==> src/rtl/svm_pkg.sv <==
// Shared types, codes and constants of the stack machine execute unit.
package svm_pkg;

    localparam int DEF_MEM_WORDS  = 1024;
    localparam int DEF_PROG_WORDS = 65536;
    localparam int PC_W           = 16;
    localparam int WORD_W         = 64;

    typedef enum logic [4:0] {
        OP_IMM, OP_LC, OP_LI, OP_SC, OP_SI, OP_PUSH, OP_POP, OP_JMP,
        OP_JZ, OP_JNZ, OP_CALL, OP_ENT, OP_ADJ, OP_LEV, OP_LEA, OP_OR,
        OP_XOR, OP_AND, OP_EQ, OP_NE, OP_LT, OP_LE, OP_GT, OP_GE,
        OP_SHL, OP_SHR, OP_ADD, OP_SUB, OP_MUL, OP_DIV, OP_MOD, OP_EXIT
    } op_t;

    localparam logic [2:0] ST_RUN   = 3'd0;
    localparam logic [2:0] ST_EXIT  = 3'd1;
    localparam logic [2:0] ST_DIV0  = 3'd3;
    localparam logic [2:0] ST_STACK = 3'd4;
    localparam logic [2:0] ST_ADDR  = 3'd5;

    typedef enum logic [1:0] {
        SRC_PLAIN, SRC_MUL, SRC_DIV
    } acc_src_t;

    typedef enum logic [3:0] {
        CS_CLEAR, CS_IDLE, CS_RD1, CS_CAP1, CS_CAP2, CS_EXEC, CS_MUL, CS_DIV, CS_WB
    } ctl_state_t;

    typedef struct packed {
        logic load_item;
        logic rd1;
        logic rd2;
        logic cap1;
        logic cap2;
        logic plan;
        logic mul_go;
        logic div_go;
        logic commit;
        logic clr_step;
    } svm_cmd_t;

    typedef struct packed {
        logic need2;
        logic go_mul;
        logic go_div;
        logic mul_done;
        logic div_done;
        logic clr_last;
        logic cfg_busy;
        logic out_free;
    } svm_sts_t;

endpackage

==> src/rtl/svm_ctrl.sv <==
// Controller: sequences memory clear, fetch, execute and commit of one instruction.
module svm_ctrl
    import svm_pkg::*;
(
    input  logic     aclk,
    input  logic     aresetn,
    input  logic     in_valid,
    output logic     in_ready,
    input  svm_sts_t sts,
    output svm_cmd_t cmd
);

    ctl_state_t state_reg, state_next;

    always_ff @(posedge aclk) begin
        if (!aresetn) begin
            state_reg <= CS_CLEAR;
        end else begin
            state_reg <= state_next;
        end
    end

    always_comb begin
        state_next = state_reg;
        cmd        = '0;
        in_ready   = 1'b0;
        case (state_reg)
            CS_CLEAR: begin
                cmd.clr_step = 1'b1;
                if (sts.clr_last) begin
                    state_next = CS_IDLE;
                end
            end
            CS_IDLE: begin
                in_ready = !sts.cfg_busy;
                if (in_valid && !sts.cfg_busy) begin
                    cmd.load_item = 1'b1;
                    state_next    = CS_RD1;
                end
            end
            CS_RD1: begin
                cmd.rd1    = 1'b1;
                state_next = CS_CAP1;
            end
            CS_CAP1: begin
                cmd.cap1 = 1'b1;
                if (sts.need2) begin
                    cmd.rd2    = 1'b1;
                    state_next = CS_CAP2;
                end else begin
                    state_next = CS_EXEC;
                end
            end
            CS_CAP2: begin
                cmd.cap2   = 1'b1;
                state_next = CS_EXEC;
            end
            CS_EXEC: begin
                cmd.plan = 1'b1;
                if (sts.go_mul) begin
                    cmd.mul_go = 1'b1;
                    state_next = CS_MUL;
                end else if (sts.go_div) begin
                    cmd.div_go = 1'b1;
                    state_next = CS_DIV;
                end else begin
                    state_next = CS_WB;
                end
            end
            CS_MUL: begin
                if (sts.mul_done) begin
                    state_next = CS_WB;
                end
            end
            CS_DIV: begin
                if (sts.div_done) begin
                    state_next = CS_WB;
                end
            end
            CS_WB: begin
                if (sts.out_free) begin
                    cmd.commit = 1'b1;
                    state_next = CS_IDLE;
                end
            end
            default: begin
                state_next = CS_IDLE;
            end
        endcase
    end

endmodule

==> config.mk <==
export PLATFORM = sky130hd
export DESIGN_NAME = svm_ctrl
export DESIGN_NICKNAME = d
export VERILOG_FILES = /design/src/rtl/svm_pkg.sv /design/src/rtl/svm_ctrl.sv
export SDC_FILE = /design/constraint.sdc
export NUM_CORES = 1
export LEC_CHECK = 0
export BUFFER_PORTS_ARGS = -buffer_cell sky130_fd_sc_hd__buf_4
export CAP_MARGIN = 20
export CELL_PAD_IN_SITES_DETAIL_PLACEMENT = 1
export CELL_PAD_IN_SITES_GLOBAL_PLACEMENT = 1
export CORE_AREA = 3 3 40 42
export CTS_BUF_LIST = sky130_fd_sc_hd__clkbuf_8
export CTS_CLUSTER_SIZE = 28
export DETAILED_ROUTE_END_ITERATION = 16
export DIE_AREA = 0 0 43 45
export GPL_ROUTABILITY_DRIVEN = 0
export PLACE_DENSITY = 0.77
export SETUP_SLACK_MARGIN = 0.1
export SKIP_LAST_GASP = 1
export SLEW_MARGIN = 20
export SYNTH_ARGS = -nofsm -noshare
export SYNTH_HDL_FRONTEND = slang
export SYNTH_SLANG_ARGS = --single-unit
==> constraint.sdc <==
create_clock -name aclk -period 3.1 [get_ports aclk]
set_input_delay 0.31 -clock aclk [delete_from_list [all_inputs] [get_ports aclk]]
set_output_delay 0.31 -clock aclk [all_outputs]
set_load 0.02 [all_outputs]
==> results_dict.tcl <==
set metrics [dict create \
    track_usage_pct 13.1 \
    slew_violations 0 \
    grt_pass1_vias 432 \
    status "finished clean" \
    drt_iter0_drc 4 \
    endpoint_kind "output pin" \
    cts_resized 0 \
    crit_fanout 11 \
    relSlewSlack_pct 70.4 \
    worstPathArrival_ns 1.50 \
    ir_drop_mv 0.331 \
    fin_ws_ns 1.29 \
    finalCriticalPeriod_ns 1.81 \
    min_path_type "in -> reg" \
    synth.top_cell.area_share_pct 19.3 \
    pre_cts_slack_ns 1.52 \
    synth_edf_count 0 \
    diodes 0 \
    io_pins 22 \
    synthesis.instances 48 \
    post-cts-setup-buffers 0 \
    largest_reg_flops 4 \
    min_path_cells 2 \
    drive_above_1_share_pct 49.3 \
    ys_seq_elements 4 \
    fin_worst_skew_ns 0.00669 \
    crit_type "reg -> out" \
    timing.final.hold_violations 0 \
    grt_max_degree 13 \
    vias_per_cell 5.38 \
    cts_sinks 4 \
    numPortBuffers 21 \
    grt_pass1_wl_um 1860 \
    antenna_found_initial 0 \
    power_density_nw_per_um2 856 \
    syn_to_final_growth_pct 43.8 \
    async_reset_ff_share_pct 0 \
    tns_ns 0 \
    start_util_pct 32.2 \
    cts-root-buf "clkbuf_8" \
    hold_buffers 0 \
    synth_area_um2 414 \
    cts_max_level 1 \
    p_leak_nw 0.278 \
    final_nets 82 \
    synth_area_leader_cell "dfxtp_1" \
    setup_viol 0 \
    insertion_delay_ns 0.22 \
    synth_ff_type "dfxtp_1" \
    clockBufferDepth 2 \
    dr.pass1.iters 2 \
    drc 0 \
    synth_nets 59 \
    path_clk_slew_ns 0.04 \
    die-area_um2 1940 \
    ant_nets 0 \
    rsz0062_at_grt "no" \
    ys_seq_area_share_pct 19.3 \
    power_mw 0.510 \
    rows 13 \
    synth_cell_types 30 \
    regToRegSetupSlack_ns 1.62 \
    max_slew.worst_pin.slew_ns 0.443 \
    yosys-top-cells-area "dfxtp_1 19%, mux2i_1 7.3%, buf_6 5.4%" \
    cap_violations 0 \
    drt_wl_total_um 1160 \
    die_height_um 45 \
    die_w_um 43 \
    rr_startpoint "state_reg[3]" \
    grt-ovfl-total 0 \
    synth.avg_cell_area_um2 8.63 \
    worstPathRequired_ns 2.79 \
    r2r_cells 4 \
    r2r_end "state_reg[0]" \
    cts_tree "done" \
    max_freq_mhz 553 \
    core-area_um2 1280 \
    min_from "aresetn" \
    yosysWarnings 0 \
    vias 452 \
    cts_made_buffers 3 \
    yosys-top-cells-count "4 x dfxtp_1, 4 x nor2_1, 3 x mux2i_1, 3 x nand2_1, 3 x nand2b_1" \
    worstHoldEndpoint "state_reg[3]" \
    wl_per_cell_um 13.8 \
    cp-start-kind "flip-flop" \
    final.period_utilization_pct 58.3 \
]
[logic make-up after synthesis]
| family | Yosys count | share of synthesized area [%] |
|---|---|---|
| AO/OA/AOI/OAI | 9 | 17.8 |
| XOR/XNOR | 1 | 2.12 |
| buffers and inverters | 3 | 8.76 |
| flip-flops | 4 | 19.3 |
| multiplexers | 3 | 7.25 |
| AND/OR/NAND/NOR | 28 | 44.7 |
[metal layers]
layer | share of wire (%) | GRT usage, % | routed length [um]
met1 | 45 | 14.7 | 521
met2 | 45 | 22.5 | 528
met3 | 7.3 | 3.98 | 85
met4 | 2.2 | 7.23 | 25
met5 | 0 | 0 | 0
[report_power, final]
group	leakage, nW	total, mW	internal [mW]	switching, mW
registers	0.0329	0.117	0.0696	0.0477
clock network	0.0216	0.113	0.0831	0.0303
logic	0.224	0.279	0.140	0.139
[per-stage QoR]
stage / util [%] / hold WS (ns) / area [um^2] / instances
final: 46.3 / 0.372 / 596 / 84
after global placement: 43.1 / 0.599 / 554 / 81
after detailed placement: 43.1 / 0.597 / 554 / 81
after global routing: 46.3 / 0.378 / 596 / 84
after CTS: 46.3 / 0.368 / 596 / 84
after floorplan: - / 0.450 / 414 / 48
[worst max-delay path, cell delays in order (launching register included)]
cell and delay [ns]:
dfxtp_1 0.54, nand2b_1 0.16, nor3b_1 0.27, and2_1 0.17
buf_4 0.13
[cells in the final DEF (no fill, tap or decap)]
cell / n
nand2_1: 3
o21ai_0: 2
buf_4: 21
dfxtp_1: 4
xnor2_1: 1
and2b_2: 2
and2_1: 2
and2_4: 1
and3b_1: 1
nand2b_2: 1
a31oi_1: 2
clkbuf_8: 3
nand2b_1: 3
nor4_1: 1
a32oi_2: 1
o2111ai_1: 1
and3_2: 1
nor2_1: 4
nor3b_1: 1
mux2i_1: 3
a41o_1: 1
a22oi_1: 1
and4b_2: 1
a21o_2: 1
nor3_2: 1
nand3_1: 1
nor3_1: 2
and4bb_2: 1
or2b_1: 1
or3_1: 1
[how the worst max path moves through the flow]
stage / start / to / slack (ns) / cells after the start
floorplan: state_reg[1] / cmd[7] / 1.37 / 4
global placement: state_reg[0] / cmd[2] / 1.52 / 3
detailed placement: state_reg[0] / cmd[2] / 1.52 / 3
CTS: state_reg[1] / cmd[7] / 1.28 / 4
global route: state_reg[1] / cmd[7] / 1.17 / 4
finish: state_reg[1] / cmd[7] / 1.29 / 4
[area by class of cell]
| cell class | count | area, um^2 |
|---|---|---|
| tap | 15 | 18.8 |
| fill | 170 | 689 |
| sequential | 4 | 80.1 |
| multi-input combinational | 41 | 298 |
| clock buffer | 3 | 41.3 |
| timing repair buffer | 21 | 158 |
Power figures use the tool's default switching activity.
